File: src/hdl/mcpw_pkg.sv
// shared types, constants and character decode functions
// used by every module of the motor command parser with watchdog
package mcpw_pkg;

    localparam int LINE_LENGTH = 6;
    localparam int CNT_W       = 3;
    localparam int IDLE_W      = 17;
    localparam int TIMEOUT_W   = 16;

    localparam logic [TIMEOUT_W-1:0] TIMEOUT_RESET = 16'd5000;
    localparam logic [IDLE_W-1:0]    IDLE_MAX      = 17'h0FFFF;

    localparam logic [7:0] CH_NEWLINE = 8'h0A;
    localparam logic [3:0] HEX_ALPHA_OFS = 4'd9;

    localparam int PIN_LEFT_DIR    = 0;
    localparam int PIN_LEFT_BRAKE  = 1;
    localparam int PIN_RIGHT_DIR   = 2;
    localparam int PIN_RIGHT_BRAKE = 3;

    typedef enum logic [1:0] {
        DIR_BRAKE = 2'd0,
        DIR_FWD   = 2'd1,
        DIR_REV   = 2'd2,
        DIR_BAD   = 2'd3
    } dir_code_t;

    typedef enum logic [1:0] {
        ST_NONE      = 2'd0,
        ST_APPLIED   = 2'd1,
        ST_MALFORMED = 2'd2,
        ST_TIMEOUT   = 2'd3
    } status_t;

    typedef logic [LINE_LENGTH-1:0][7:0] line_t;

    typedef struct packed {
        logic       ok;
        logic [7:0] left_pwm;
        logic [7:0] right_pwm;
        logic [3:0] pins;
    } decode_t;

    typedef struct packed {
        logic [7:0] left_pwm;
        logic [7:0] right_pwm;
        logic [3:0] pins;
        status_t    status;
    } result_t;

    function automatic dir_code_t letter_code(input logic [7:0] ch);
        dir_code_t code;
        case (ch)
            8'h46, 8'h66: code = DIR_FWD;
            8'h42, 8'h62: code = DIR_BRAKE;
            8'h52, 8'h72: code = DIR_REV;
            default:      code = DIR_BAD;
        endcase
        return code;
    endfunction

    // bit 4 flags a bad digit
    function automatic logic [4:0] hex_digit(input logic [7:0] ch);
        logic [4:0] d;
        case (ch) inside
            [8'h30:8'h39]: d = {1'b0, ch[3:0]};
            [8'h41:8'h46],
            [8'h61:8'h66]: d = {1'b0, ch[3:0] + HEX_ALPHA_OFS};
            default:       d = 5'h10;
        endcase
        return d;
    endfunction

endpackage

File: src/hdl/mcpw_line_decode.sv
// decodes a full six-character line into two wheel commands
// depends on mcpw_pkg
module mcpw_line_decode (
    input  mcpw_pkg::line_t   line,
    output mcpw_pkg::decode_t dec
);
    import mcpw_pkg::*;

    dir_code_t  ld;
    dir_code_t  rd;
    logic [4:0] lh;
    logic [4:0] ll;
    logic [4:0] rh;
    logic [4:0] rl;

    always_comb
    begin
        ld = letter_code(line[0]);
        rd = letter_code(line[3]);
        lh = hex_digit(line[1]);
        ll = hex_digit(line[2]);
        rh = hex_digit(line[4]);
        rl = hex_digit(line[5]);

        dec.ok = (ld != DIR_BAD) && (rd != DIR_BAD)
            && !lh[4] && !ll[4] && !rh[4] && !rl[4];
        dec.left_pwm  = {lh[3:0], ll[3:0]};
        dec.right_pwm = {rh[3:0], rl[3:0]};
        dec.pins[PIN_LEFT_DIR]    = (ld != DIR_REV);
        dec.pins[PIN_LEFT_BRAKE]  = (ld == DIR_BRAKE);
        dec.pins[PIN_RIGHT_DIR]   = (rd == DIR_REV);
        dec.pins[PIN_RIGHT_BRAKE] = (rd == DIR_BRAKE);
    end

endmodule

File: src/hdl/mcpw_engine.sv
// line buffer, held motor outputs and watchdog count, one item per step
// depends on mcpw_pkg and mcpw_line_decode
module mcpw_engine (
    input  logic                               clk,
    input  logic                               rst_n,
    input  logic                               step,
    input  logic                               mode,
    input  logic [7:0]                         rx_byte,
    input  logic [mcpw_pkg::TIMEOUT_W-1:0]     timeout_ticks,
    output mcpw_pkg::result_t                  result
);
    import mcpw_pkg::*;

    line_t             line_reg;
    logic              buf_we;
    logic [CNT_W-1:0]  count_reg;
    logic [CNT_W-1:0]  count_next;
    logic [IDLE_W-1:0] idle_reg;
    logic [IDLE_W-1:0] idle_next;
    logic [IDLE_W-1:0] idle_inc;
    logic [7:0]        lpwm_reg;
    logic [7:0]        lpwm_next;
    logic [7:0]        rpwm_reg;
    logic [7:0]        rpwm_next;
    logic [3:0]        pins_reg;
    logic [3:0]        pins_next;
    status_t           status;
    decode_t           dec;

    mcpw_line_decode u_decode (
        .line (line_reg),
        .dec  (dec)
    );

    always_comb
    begin
        buf_we     = 1'b0;
        count_next = count_reg;
        idle_next  = idle_reg;
        lpwm_next  = lpwm_reg;
        rpwm_next  = rpwm_reg;
        pins_next  = pins_reg;
        status     = ST_NONE;
        idle_inc   = (idle_reg <= IDLE_MAX) ? idle_reg + 1'b1 : idle_reg;

        if (step)
        begin
            if (!mode)
            begin
                if (rx_byte != CH_NEWLINE)
                begin
                    if (count_reg < CNT_W'(LINE_LENGTH))
                    begin
                        buf_we     = 1'b1;
                        count_next = count_reg + 1'b1;
                    end
                end
                else
                begin
                    count_next = '0;
                    if (count_reg == CNT_W'(LINE_LENGTH) && dec.ok)
                    begin
                        lpwm_next = dec.left_pwm;
                        rpwm_next = dec.right_pwm;
                        pins_next = dec.pins;
                        idle_next = '0;
                        status    = ST_APPLIED;
                    end
                    else
                    begin
                        status = ST_MALFORMED;
                    end
                end
            end
            else
            begin
                idle_next = idle_inc;
                if (idle_inc > {1'b0, timeout_ticks})
                begin
                    lpwm_next = '0;
                    rpwm_next = '0;
                    idle_next = '0;
                    status    = ST_TIMEOUT;
                end
            end
        end
    end

    always_comb
    begin
        result.left_pwm  = lpwm_next;
        result.right_pwm = rpwm_next;
        result.pins      = pins_next;
        result.status    = status;
    end

    always_ff @(posedge clk or negedge rst_n)
    begin
        if (!rst_n)
        begin
            count_reg <= '0;
            idle_reg  <= '0;
            lpwm_reg  <= '0;
            rpwm_reg  <= '0;
            pins_reg  <= '0;
        end
        else
        begin
            count_reg <= count_next;
            idle_reg  <= idle_next;
            lpwm_reg  <= lpwm_next;
            rpwm_reg  <= rpwm_next;
            pins_reg  <= pins_next;
        end
    end

    always_ff @(posedge clk)
    begin
        if (buf_we)
        begin
            line_reg[count_reg] <= rx_byte;
        end
    end

endmodule

File: src/hdl/motor_command_parser_watchdog.sv
// top level: motor command parser with watchdog
// depends on mcpw_pkg and mcpw_engine
//
//   channel   signals                        payload
//   s_*       s_tvalid s_tready s_tdata s_tuser   received byte or tick
//   m_*       m_tvalid m_tready m_tdata m_tuser   held motor outputs and status
//   cfg_*     cfg_wen cfg_wdata                    timeout_ticks
//
// one item per cycle while results are taken; an item is registered on input,
// processed once the result register is free, and its result is then registered
// the result register frees as the item moves on, so input keeps flowing
// while a result waits, until both the input and result registers are full
// reset clears all control state; timeout_ticks resets to 5000
module motor_command_parser_watchdog (
    input  logic                               clk,
    input  logic                               rst_n,
    input  logic                               s_tvalid,
    output logic                               s_tready,
    input  logic [7:0]                         s_tdata,   // rx_byte
    input  logic                               s_tuser,   // mode
    output logic                               m_tvalid,
    input  logic                               m_tready,
    // left_pwm, left_dir, left_brake, right_pwm, right_dir, right_brake, zero pad
    output logic [23:0]                        m_tdata,
    output logic [1:0]                         m_tuser,   // status
    input  logic                               cfg_wen,
    input  logic [mcpw_pkg::TIMEOUT_W-1:0]     cfg_wdata
);
    import mcpw_pkg::*;

    logic                 in_vld_reg;
    logic                 in_mode_reg;
    logic [7:0]           in_byte_reg;
    logic                 out_vld_reg;
    result_t              out_reg;
    result_t              result;
    logic                 advance;
    logic [TIMEOUT_W-1:0] timeout_reg;

    assign advance  = in_vld_reg && (!out_vld_reg || m_tready);
    assign s_tready = !in_vld_reg || advance;

    mcpw_engine u_engine (
        .clk           (clk),
        .rst_n         (rst_n),
        .step          (advance),
        .mode          (in_mode_reg),
        .rx_byte       (in_byte_reg),
        .timeout_ticks (timeout_reg),
        .result        (result)
    );

    always_ff @(posedge clk or negedge rst_n)
    begin
        if (!rst_n)
        begin
            in_vld_reg  <= 1'b0;
            out_vld_reg <= 1'b0;
            timeout_reg <= TIMEOUT_RESET;
        end
        else
        begin
            if (s_tready)
            begin
                in_vld_reg <= s_tvalid;
            end
            if (advance)
            begin
                out_vld_reg <= 1'b1;
            end
            else if (m_tready)
            begin
                out_vld_reg <= 1'b0;
            end
            if (cfg_wen)
            begin
                timeout_reg <= cfg_wdata;
            end
        end
    end

    always_ff @(posedge clk)
    begin
        if (s_tready && s_tvalid)
        begin
            in_mode_reg <= s_tuser;
            in_byte_reg <= s_tdata;
        end
        if (advance)
        begin
            out_reg <= result;
        end
    end

    assign m_tvalid = out_vld_reg;
    assign m_tdata  = {4'b0000,
                       out_reg.pins[PIN_RIGHT_BRAKE], out_reg.pins[PIN_RIGHT_DIR],
                       out_reg.right_pwm,
                       out_reg.pins[PIN_LEFT_BRAKE], out_reg.pins[PIN_LEFT_DIR],
                       out_reg.left_pwm};
    assign m_tuser  = out_reg.status;

endmodule

File: config.mk
export PLATFORM = sky130hd
export DESIGN_NAME = motor_command_parser_watchdog
export DESIGN_NICKNAME = d
export VERILOG_FILES = /design/src/hdl/mcpw_pkg.sv /design/src/hdl/mcpw_line_decode.sv /design/src/hdl/mcpw_engine.sv /design/src/hdl/motor_command_parser_watchdog.sv
export SDC_FILE = /design/constraint.sdc
export NUM_CORES = 1
export LEC_CHECK = 0
export BUFFER_PORTS_ARGS = -buffer_cell sky130_fd_sc_hd__buf_2
export CAP_MARGIN = 20
export CORE_AREA = 2 2 117 119
export DETAILED_ROUTE_END_ITERATION = 8
export DIE_AREA = 0 0 119 121
export PLACE_DENSITY = 0.7
export SLEW_MARGIN = 0
export SYNTH_ARGS = -nofsm -noshare
export SYNTH_HDL_FRONTEND = slang
export SYNTH_SLANG_ARGS = --single-unit
File: constraint.sdc
create_clock -name clk -period 3.6 [get_ports clk]
set_clock_uncertainty 0.2 [all_clocks]
set_input_delay 0.72 -clock clk [delete_from_list [all_inputs] [get_ports clk]]
set_output_delay 0.72 -clock clk [all_outputs]
set_load 0.01 [all_outputs]
# Word-level counts from Yosys, hierarchy flattened
# Index checks and enable logic that the tools add are counted.
[classes]
add_sub_neg = 6
n_lt_le_gt_ge = 29
eq_ne = 20
mux = 44
bitwise = 1
n_reduce_logical = 45
[op_table]
columns = ["op", "count"]
rows = [
  ["== test 8 x 7 -> 1 bit, second input constant", 12],
  ["two-way mux 8 bit", 11],
  ["two-way mux 17 bit", 5],
  ["greater-or-equal comparator 8 x 7 -> 1 bit, second input constant", 8],
  ["less-or-equal comparator 8 x 7 -> 1 bit, second input constant", 8],
  ["bitwise mux 48 bit", 1],
  ["two-way mux 5 bit", 8],
  ["greater-or-equal comparator 8 x 6 -> 1 bit, second input constant", 4],
  ["less-or-equal comparator 8 x 6 -> 1 bit, second input constant", 4],
  ["demux 8 bit (select 3 bit)", 1],
  ["logical AND 1 bit", 21],
  ["OR reduction 2 bit", 10],
  ["adder 17 x 1 -> 17 bit, second input constant", 1],
  ["greater-than comparator 17 x 16 -> 1 bit", 1],
  ["less-or-equal comparator 17 x 16 -> 1 bit, second input constant", 1],
  ["adder 4 bit, second input constant", 4],
  ["two-way mux 4 bit", 4],
  ["case mux 2 bit (3 select lines)", 2],
  ["inequality test 2 bit, second input constant", 5],
  ["two-way mux 2 bit", 4],
  ["inequality test 8 x 4 -> 1 bit, second input constant", 1],
  ["zero test 1 bit", 6],
  ["two-way mux 1 bit", 6],
  ["two-way mux 3 bit", 2],
  ["other kinds (11)", 15],
]
[word_totals]
reg_bits = 137
in_bits = 30
output_inout_bits = 28
wordCells = 165

# Longest topological paths before layout
# Gate-level depths: netlist of run 1.
[logic_depth]
ltp_word = 15
depth_mapped = 14
ltp_nobuf = 13

# Hierarchy
# A second synthesis of run 1 with hierarchy kept.
[unflattened]
hier_cells = 526
hier_area_um2 = 6625.1
[by_module_without_submodules]
columns = ["module", "n_inst", "cells_per_inst", "area_per_inst_um2", "seq_area_each_um2"]
rows = [
  ["mcpw_engine", 1, 349, 4169.0, 2442.3],
  ["motor_command_parser_watchdog", 1, 78, 1709.1, 1387.6],
  ["mcpw_line_decode", 1, 99, 747.0, 0.0],
]

# Worst setup path after synthesis of run 1
# No wires, ideal clock.
[synth_timing]
path_kind = "flip-flop to flip-flop"
startpoint = "reg u_engine.idle_reg[10]"
endpoint = "reg u_engine.idle_reg[10]"
setup_time_ps = 66
arrival_time_ps = 3572
t_required_ps = 3334
slack_ps = -239
stages_incl_launch_ff = 15
path_buffers = 2
period_less_slack_ps = 3839
path_cell_list = "dfrtp_1 -> clkbuf_1 -> and4_1 -> and4_1 -> a21oi_1 -> nand3_1 -> xnor2_1 -> ha_1 -> nand4_1 -> or4_1 -> o2111ai_1 -> o211ai_1 -> nor3_1 -> clkbuf_1 -> a221o_1"
[synth_via]
elab_chain_cells = 5
elab_cells_between_ends = 6
cone_classes = "1 x add/sub; 2 x order compare; 3 x mux"
[synth_lines]
columns = ["element", "line", "source"]
rows = [
  ["start: declaration", "mcpw_engine.sv:18", "logic [IDLE_W-1:0] idle_reg;"],
  ["start signal: assignment", "mcpw_engine.sv:110", "idle_reg <= idle_next;"],
  ["adder 17 x 1 -> 17 bit or less-or-equal comparator 17 x 16 -> 1 bit (tied branches)", "mcpw_engine.sv:44", "idle_inc = (idle_reg <= IDLE_MAX) ? idle_reg + 1'b1 : idle_reg;"],
  ["two-way mux 17 bit *", "mcpw_engine.sv:44", ""],
  ["greater-than comparator 17 x 16 -> 1 bit", "mcpw_engine.sv:78", "if (idle_inc > {1'b0, timeout_ticks})"],
  ["two-way mux 17 bit *", "mcpw_engine.sv:78", ""],
  ["two-way mux 17 bit *", "mcpw_engine.sv:48", "if (!mode)"],
]
# Mark *: on every way between the ends. The rest lies on a longest branch, timed or not.
# A chain may end at the register's enable or synchronous reset.

# Worst setup path after layout of run 1
[layout_timing]
startpoint = "reg u_engine.idle_reg[1]"
endpoint = "reg u_engine.idle_reg[1]"
# Same word-level chain as after synthesis.

==> impl_metrics.sql, run 1 <==
INSERT INTO impl_metrics (metric_group, metric, value, unit) VALUES
('floorplan', 'die_h', '121', 'microns'),
('cts', 'clkSlewWorstSetupHoldPaths', '0.06', 'ns'),
('routing', 'route.vias.total', '4727', ''),
('cts', 'ctsLongestPathBuffers', '2', ''),
('sta', 'finalCriticalPeriod', '3.74', 'ns'),
('setup_path', 'critical-path-max-stage-delay', '0.49', 'ns'),
('routing', 'vias_per_cell', '5.56', ''),
('routing', 'antenna_left', '0', ''),
('place', 'dpl.hpwl', '10000', 'microns'),
('finish', 'stdcell_count', '850', ''),
('logic_synthesis', 'ys_warn_count', '0', ''),
('setup_path', 'crit_family', 'simple AND/OR/NAND/NOR gates', ''),
('sta', 'timing.final.ws_setup', '-0.136', 'ns'),
('sta', 'achievable-frequency', '268', 'MHz'),
('grt', 'number_of_global_route_vias_before_repair', '4737', ''),
('sta', 'final-hold-violation-count', '0', ''),
('worst_hold_path', 'hold_class', 'in2async', ''),
('logic_synthesis', 'yosysUniqueCellTypes', '67', ''),
('power_and_ir_drop', 'switching_power', '0.00116', 'W'),
('logic_synthesis', 'ys_seq_elements', '135', ''),
('sta', 'timing.final.crit_share', '104', '%'),
('power_and_ir_drop', 'power_report.internal_total', '0.00298', 'W'),
('routing', 'drcViolationCount', '0', ''),
('setup_path', 'slowest_stage', 'sky130_fd_sc_hd__or4_4', ''),
('grt', 'global_route_wire_length_before_repair', '23400', 'microns'),
('power_and_ir_drop', 'cellPowerDensity', '504', 'nW/um^2'),
('setup_path', 'timing.critical_path.buf_inv', '4', ''),
('routing', 'drt-wirelength-per-cell', '17.4', 'microns'),
('logic_synthesis', 'synthArstFlopShare', '43.0', '%'),
('cts', 'tritoncts.num_buffers', '17', ''),
('floorplan', 'floorplan.initialDensity', '49.0', '%'),
('logic_synthesis', 'postSynthCellCount', '529', ''),
('logic_synthesis', 'number_of_enable_flip_flop_cells_after_synthesis', '77', ''),
('floorplan', 'die_x', '119', 'microns'),
('power_and_ir_drop', 'p_leak', '3.42', 'nW'),
('setup_path', 'critical_path.startpoint_type', 'flip-flop', ''),
('grt', 'grt_max_degree', '32', ''),
('power_and_ir_drop', 'power.share.switching', '28.1', '%'),
('sta', 'total_setup_violations_reported_at_the_end_of_the_flow', '48', ''),
('sta', 'unrepaired_setup_endpoints_after_global_routing', 'yes', ''),
('setup_path', 'crit_required', '3.76', 'ns'),
('routing', 'route.final.wire_length', '14800', 'microns'),
('power_and_ir_drop', 'max-vdd-ir-drop', '315', 'uV'),
('setup_path', 'end_kind', 'flip-flop', ''),
('setup_path', 'worst-path-max-fanout', '6', ''),
('sta', 'slew_headroom', '51.9', '%'),
('sta', 'setup-tns-final', '-3.75', 'ns'),
('grt', 'grtUsageTotal', '21.4', '%'),
('finish', 'drive_gt1_share', '32.6', '%'),
('power_and_ir_drop', 'seq_power_share', '45.5', '%'),
('floorplan', 'design.portCount', '58', ''),
('cts', 'ctsHtreeMaxLevel', '4', ''),
('run_status', 'failed_checks', 'negative setup slack', ''),
('logic_synthesis', 'synth_seq_area_share', '58.8', '%'),
('logic_synthesis', 'syn_avg_cell_area', '12.1', 'sq um'),
('run', 'drv.max_cap_violation_count', '0', ''),
('routing', 'drtPass1Iterations', '5', ''),
('run_status', 'outcome', 'complete, but fails checks', ''),
('routing', 'initial_drc_count', '331', ''),
('setup_path', 'crit_arrival', '3.90', 'ns'),
('place', 'numPortBuffers', '53', ''),
('setup_path', 'worstPathCellList', 'buf_6, nand4_1, a21oi_4, a21oi_4, buf_6, buf_4, mux2_4, ha_4, nand4_1, or4_4, o2111ai_4, o211ai_1, nor3_1, buf_4, a22o_1', ''),
('place', 'place.gp.congestion', '0.970', ''),
('cts', 'clock_insertion_delay_worst_skew', '0.43', 'ns'),
('sta', 'final_max_slew_viol_count', '0', ''),
('sta', 'timing_worst_slew_pin_value', '0.719', 'ns'),
('floorplan', 'core-area', '13100', 'sq um'),
('setup_path', 'worstSetupPathType', 'reg2reg', ''),
('sta', 'fin_worst_hold_slack', '0.0246', 'ns'),
('grt', 'total_congestion_overflow', '0', ''),
('finish', 'antenna_cells', '0', '');
[cells by family (layout without fill, tap and decap cells)]
group | Yosys count | count (layout) | synth area share, %
AND/OR/NAND/NOR | 154 | 154 | 13.0
other | 1 | 4 | 0.0585
XOR/XNOR | 19 | 19 | 2.60
flip-flops | 135 | 135 | 58.8
adder cells (fa/ha/maj) | 31 | 31 | 6.05
multiplexers | 9 | 9 | 1.52
buffers and inverters | 64 | 206 | 4.20
AO/OA/AOI/OAI | 116 | 116 | 13.7
[cell type report]
class,instances,area (sq um),share of cell area [%]
sequential,135,3770,45.9
multi-input combinational,333,2650,32.3
timing repair buffer,128,860,10.5
clock buffer,19,433,5.27
tap,176,220,2.68
inverter,46,173,2.10
clock inverter,13,104,1.26
[layout by cell type (no fill, tap or decap), types with 6 or more instances in the layout]
cell type / Yosys / final
sky130_fd_sc_hd__clkbuf_16: 0 / 17
sky130_fd_sc_hd__buf_4: 4 / 65
sky130_fd_sc_hd__a21oi_1: 18 / 13
sky130_fd_sc_hd__buf_6: 0 / 9
sky130_fd_sc_hd__ha_1: 31 / 29
sky130_fd_sc_hd__buf_2: 2 / 54
sky130_fd_sc_hd__nor4_1: 6 / 6
sky130_fd_sc_hd__nand4_1: 10 / 10
sky130_fd_sc_hd__o21bai_1: 7 / 7
sky130_fd_sc_hd__o22ai_2: 10 / 8
sky130_fd_sc_hd__dfrtp_1: 53 / 53
sky130_fd_sc_hd__o22ai_4: 0 / 7
sky130_fd_sc_hd__inv_1: 46 / 46
sky130_fd_sc_hd__nor2_1: 25 / 22
sky130_fd_sc_hd__edfxtp_1: 77 / 77
sky130_fd_sc_hd__xnor2_1: 16 / 14
sky130_fd_sc_hd__nand2_1: 45 / 45
sky130_fd_sc_hd__nor3_1: 10 / 8
sky130_fd_sc_hd__o21ai_0: 25 / 22
sky130_fd_sc_hd__nand3_1: 20 / 18
[synthesized netlist by cell type, types with 5 or more instances]
cell	count	area, sq um
sky130_fd_sc_hd__o22ai_1	6	37.5
sky130_fd_sc_hd__o21bai_1	7	52.6
sky130_fd_sc_hd__o21ai_0	25	125
sky130_fd_sc_hd__edfxtp_1	77	2310
sky130_fd_sc_hd__ha_1	31	388
sky130_fd_sc_hd__clkbuf_1	11	41.3
sky130_fd_sc_hd__nor4_1	6	37.5
sky130_fd_sc_hd__a22o_1	5	43.8
sky130_fd_sc_hd__nor2_1	25	93.8
sky130_fd_sc_hd__a311oi_1	5	43.8
sky130_fd_sc_hd__dfrtp_1	53	1330
sky130_fd_sc_hd__nand3_1	20	100
sky130_fd_sc_hd__a21o_1	5	37.5
sky130_fd_sc_hd__xnor2_1	16	140
sky130_fd_sc_hd__a21oi_1	18	90.1
sky130_fd_sc_hd__mux2_2	6	67.6
sky130_fd_sc_hd__nand2_1	45	169
sky130_fd_sc_hd__o22ai_2	10	125
sky130_fd_sc_hd__nand4_1	10	62.6
sky130_fd_sc_hd__dfstp_2	5	131
sky130_fd_sc_hd__a221o_1	5	50.1
sky130_fd_sc_hd__nor3_1	10	50.1
sky130_fd_sc_hd__inv_1	46	173
[metrics by stage]
stage | setup WS, ns | power (W) | cell area (sq um) | util, %
2_1_floorplan | 0.0535 | 0.00223 | 6430 | -
3_3_place_gp | -0.0612 | 0.00246 | 7250 | 55.4
3_5_place_dp | -0.140 | 0.00249 | 7260 | 55.5
4_1_cts | -0.0399 | 0.00408 | 8040 | 61.5
5_1_grt | -0.257 | 0.00432 | 8210 | 62.8
6_report | -0.136 | 0.00414 | 8210 | 62.8
[power by group through the flow]
| stage | Clock (W) | Combinational (W) | Sequential, W |
|---|---|---|---|
| floorplan | 0 | 0.000345 | 0.00188 |
| global placement | 0 | 0.000569 | 0.00190 |
| detailed placement | 0 | 0.000589 | 0.00190 |
| CTS | 0.00158 | 0.000632 | 0.00188 |
| global route | 0.00164 | 0.000775 | 0.00190 |
| finish | 0.00155 | 0.000703 | 0.00188 |
[timing repair]
action,4_1_cts,5_1_grt
setup buffers,11,7
cloned,1,1
endpoints found under the setup margin,32,50
pin swaps,10,6
hold buffers,0,0
gates resized for setup,30,33
[per-layer routing]
metal / up-vias / global-route usage, % / share of wire (%)
li1: 2227 / - / -
met1: 2312 / 28.0 / 44
met2: 161 / 33.4 / 47
met3: 27 / 5.17 / 5.9
met4: 0 / 10.7 / 2.4
met5: - / 0 / 0
[worst paths after layout]
kind	end	slack [ns]	start	cells past startpoint
setup / recovery	u_engine.idle_reg[1]$_DFFE_PN0P_	-0.14	u_engine.idle_reg[1]$_DFFE_PN0P_	15
setup reg to reg	u_engine.idle_reg[1]$_DFFE_PN0P_	-0.14	u_engine.idle_reg[1]$_DFFE_PN0P_	15
max in group asynchronous	timeout_reg[12]$_DFFE_PN1P_	2.42	rst_n	2
hold / removal	in_vld_reg$_DFFE_PN0N_	0.02	rst_n	1
hold reg to reg	u_engine.pins_reg[0]$_DFF_PN0_	0.30	u_engine.pins_reg[0]$_DFF_PN0_	1
min in group clk	in_byte_reg[7]$_DFFE_PP_	0.26	s_tdata[7]	1
Note: power is estimated with default switching activity, not from simulation.
==> run 2: changes to the inputs <==
--- a/config.mk
+++ b/config.mk
@@ -7,9 +7,9 @@
 export LEC_CHECK = 0
 export BUFFER_PORTS_ARGS = -buffer_cell sky130_fd_sc_hd__buf_2
 export CAP_MARGIN = 20
-export CORE_AREA = 2 2 117 119
+export CORE_AREA = 4 4 119 121
 export DETAILED_ROUTE_END_ITERATION = 8
-export DIE_AREA = 0 0 119 121
+export DIE_AREA = 0 0 123 125
 export PLACE_DENSITY = 0.7
 export SLEW_MARGIN = 0
 export SYNTH_ARGS = -nofsm -noshare
==> run 2 against run 1 <==
The flow still finishes with violations (negative setup slack). Flip-flop and latch count did not move. Clock power rose by 7%. Die area rose by 6.8%. Highest routed layer unchanged. Via count rose by 2.3%. Critical path type unchanged. Wire length rose by 3.6%. Non-clock buffer count rose by 17. Combinational power fell by 1%. Maximum frequency fell by 1.4%. Largest power group unchanged. First-iteration DRC count rose by 21%.
==> impl_metrics.sql, run 2 (synthesis results as in run 1) <==
INSERT INTO impl_metrics (metric_group, metric, value, unit) VALUES
('sta', 'timing_worst_slew_pin_value', '0.786', 'ns'),
('place', 'numPortBuffers', '53', ''),
('power_and_ir_drop', 'max-vdd-ir-drop', '314', 'uV'),
('cts', 'root_buffer_cell', 'sky130_fd_sc_hd__clkbuf_16', ''),
('sta', 'timing.final.crit_share', '105', '%'),
('run', 'drv.max_cap_violation_count', '0', ''),
('routing', 'top_signal_layer_used', 'met4', ''),
('grt', 'antenna_found_initial', '0', ''),
('finish', 'syn_to_final_growth', '31.6', '%'),
('routing', 'vias_per_cell', '5.58', ''),
('finish', 'final-seq-area', '3770', 'sq um'),
('setup_path', 'crit_arrival', '3.75', 'ns'),
('setup_path', 'slowest_stage', 'sky130_fd_sc_hd__or4_4', ''),
('place', 'place.gp.congestion', '0.920', ''),
('finish', 'drive_gt1_share', '36.0', '%'),
('setup_path', 'worstSetupPathType', 'reg2reg', ''),
('routing', 'route.final.wire_length', '15300', 'microns'),
('cts', 'clock_insertion_delay_worst_skew', '0.43', 'ns'),
('finish', 'combined_area_of_the_multi_input_logic_cells', '2720', 'sq um'),
('cts', 'tritoncts.num_buffers', '17', ''),
('cts', 'count_of_clock_tree_sinks', '135', ''),
('place', 'pre_cts_slack', '-0.225', 'ns'),
('sta', 'achievable-frequency', '264', 'MHz'),
('floorplan', 'floorplan.initialDensity', '49.0', '%'),
('setup_path', 'worstPathCellList', 'ha_2, and3_4, a21oi_4, a21oi_4, buf_4, nand3_4, xnor2_2, ha_1, nand4_1, or4_4, nand2_1, o211ai_1, buf_4, nor2_4, a21oi_2', ''),
('routing', 'route.vias.total', '4837', ''),
('floorplan', 'core-area', '13100', 'sq um'),
('finish', 'antenna_cells', '0', ''),
('grt', 'global_route_wire_length_before_repair', '23300', 'microns'),
('finish', 'final_cell_mix', 'sky130_fd_sc_hd__buf_4 (83), sky130_fd_sc_hd__edfxtp_1 (77), sky130_fd_sc_hd__dfrtp_1 (53), sky130_fd_sc_hd__buf_2 (53), sky130_fd_sc_hd__inv_1 (46)', ''),
('finish', 'num-nets-final', '739', ''),
('place', 'dpl.hpwl', '10100', 'microns'),
('run_status', 'failed_checks', 'negative setup slack', ''),
('floorplan', 'die_x', '123', 'microns'),
('power_and_ir_drop', 'p_leak', '3.55', 'nW'),
('place', 'place_inst', '804', ''),
('place', 'placed_area', '7290', 'sq um'),
('cts', 'ctsHtreeMaxLevel', '4', ''),
('routing', 'antenna_left', '0', ''),
('finish', 'stdcell_count', '867', ''),
('setup_path', 'timing.critical_path.buf_inv', '2', ''),
('cts', 'cts_tree', 'done', ''),
('sta', 'finalCriticalPeriod', '3.79', 'ns'),
('routing', 'routedLengthMet1', '6690', 'microns'),
('routing', 'drcViolationCount', '0', ''),
('power_and_ir_drop', 'finalPower', '0.00424', 'W'),
('setup_path', 'critical-path-max-stage-delay', '0.58', 'ns'),
('power_and_ir_drop', 'cellPowerDensity', '503', 'nW/um^2'),
('finish', 'commonest_non_fill_non_tap_cell_in_the_layout', 'sky130_fd_sc_hd__buf_4', ''),
('routing', 'initial_drc_count', '401', ''),
('setup_path', 'worst-path-max-fanout', '4', ''),
('worst_hold_path', 'hold_class', 'in2async', ''),
('cts', 'ctsLongestPathBuffers', '2', ''),
('sta', 'final-hold-violation-count', '0', ''),
('floorplan', 'design.portCount', '58', ''),
('floorplan', 'die_h', '125', 'microns'),
('finish', 'fill_cells', '963', ''),
('sta', 'timing.final.ws_setup', '-0.188', 'ns'),
('routing', 'drt-wirelength-per-cell', '17.7', 'microns'),
('routing', 'drtPass1Iterations', '5', ''),
('setup_path', 'critical_path.startpoint_type', 'flip-flop', ''),
('routing', 'detail_route_met2_wl', '7460', 'microns'),
('finish', 'largest_reg_flops', '46', ''),
('finish', 'finalInstanceArea', '8440', 'sq um'),
('grt', 'grt_max_degree', '32', ''),
('routing', 'route.met3.wl', '885', 'microns'),
('run_status', 'outcome', 'complete, but fails checks', ''),
('sta', 'slew_headroom', '47.6', '%'),
('grt', 'number_of_global_route_vias_before_repair', '4720', ''),
('floorplan', 'rows', '42', ''),
('setup_path', 'end_kind', 'flip-flop', ''),
('cts', 'clkSlewWorstSetupHoldPaths', '0.06', 'ns'),
('grt', 'total_congestion_overflow', '0', ''),
('sta', 'unrepaired_setup_endpoints_after_global_routing', 'yes', ''),
('floorplan', 'die_area', '15400', 'sq um'),
('sta', 'final_max_slew_viol_count', '0', ''),
('setup_path', 'crit_required', '3.56', 'ns'),
('grt', 'grtUsageTotal', '19.6', '%'),
('sta', 'total_setup_violations_reported_at_the_end_of_the_flow', '35', ''),
('sta', 'fin_worst_hold_slack', '0.181', 'ns'),
('setup_path', 'crit_family', 'simple AND/OR/NAND/NOR gates', '');
[run 2: changes by cell type in the layout (fill, tap and decap cells not counted), sizes merged]
cell      delta
clkinvlp     -1
inv          +5
buf         +17
clkbuf       -1
bufinv       +1
clkinv       -4
[run 2: path summary, 6_finish.rpt]
check / slack (ns) / start / end / depth (start not counted)
worst min-delay path: 0.18 / rst_n / u_engine.pins_reg[2]$_DFF_PN0_ / 1
max in group asynchronous: 2.24 / rst_n / timeout_reg[3]$_DFFE_PN1P_ / 2
worst max-delay path: -0.19 / u_engine.idle_reg[1]$_DFFE_PN0P_ / m_tuser[1]$_DFFE_PP_ / 15
worst min register to register: 0.29 / u_engine.pins_reg[1]$_DFF_PN0_ / u_engine.pins_reg[1]$_DFF_PN0_ / 1
min in group clk: 0.27 / s_tdata[2] / in_byte_reg[2]$_DFFE_PP_ / 1
worst max register to register: -0.19 / u_engine.idle_reg[1]$_DFFE_PN0P_ / m_tuser[1]$_DFFE_PP_ / 15
[run 2: metrics by stage]
step / util [%] / TNS (ns)
3_3_place_gp: 55.7 / -0.906
5_1_grt: 64.5 / -8.17
4_1_cts: 61.9 / -0.0608
6_report: 64.5 / -2.90
3_5_place_dp: 55.7 / -3.84
2_1_floorplan: - / 0
[run 2: power by group]
| group | switching [W] | leakage [nW] | internal [W] |
|---|---|---|---|
| combinational | 0.000384 | 1.81 | 0.000312 |
| sequential | 0.000118 | 1.47 | 0.00177 |
| clock | 0.000693 | 0.268 | 0.000965 |
| total | 0.00119 | 3.55 | 0.00305 |
[run 2: layout make-up]
type | instances | area share [%]
timing repair buffer | 145 | 11.7
clock inverter | 14 | 1.63
clock buffer | 18 | 5.09
tap | 176 | 2.61
sequential | 135 | 44.7
multi-input combinational | 333 | 32.2
inverter | 46 | 2.05
[run 2: worst register-to-register path, cell delays in order (launching register included)]
cell and delay [ns]:
sky130_fd_sc_hd__dfrtp_1 0.37, sky130_fd_sc_hd__ha_2 0.21, sky130_fd_sc_hd__and3_4 0.21, sky130_fd_sc_hd__a21oi_4 0.06, sky130_fd_sc_hd__a21oi_4 0.18, sky130_fd_sc_hd__buf_4 0.16, sky130_fd_sc_hd__nand3_4 0.10, sky130_fd_sc_hd__xnor2_2 0.15
sky130_fd_sc_hd__ha_1 0.30, sky130_fd_sc_hd__nand4_1 0.15, sky130_fd_sc_hd__or4_4 0.59, sky130_fd_sc_hd__nand2_1 0.16, sky130_fd_sc_hd__o211ai_1 0.27, sky130_fd_sc_hd__buf_4 0.25, sky130_fd_sc_hd__nor2_4 0.10, sky130_fd_sc_hd__a21oi_2 0.07
[run 2: repair_timing]
action / CTS / global route
endpoints found under the setup margin: 41 / 50
gates resized for setup: 20 / 55
cloned: 1 / 0
pin swaps: 7 / 22
setup buffers: 18 / 14
hold buffers: 0 / 0
[run 2: metal layers]
layer  GRT usage, %  up-vias
met5              0        -
li1               -     2256
met3           4.83       25
met1           26.9     2391
met2           30.0      165
met4           7.88        0
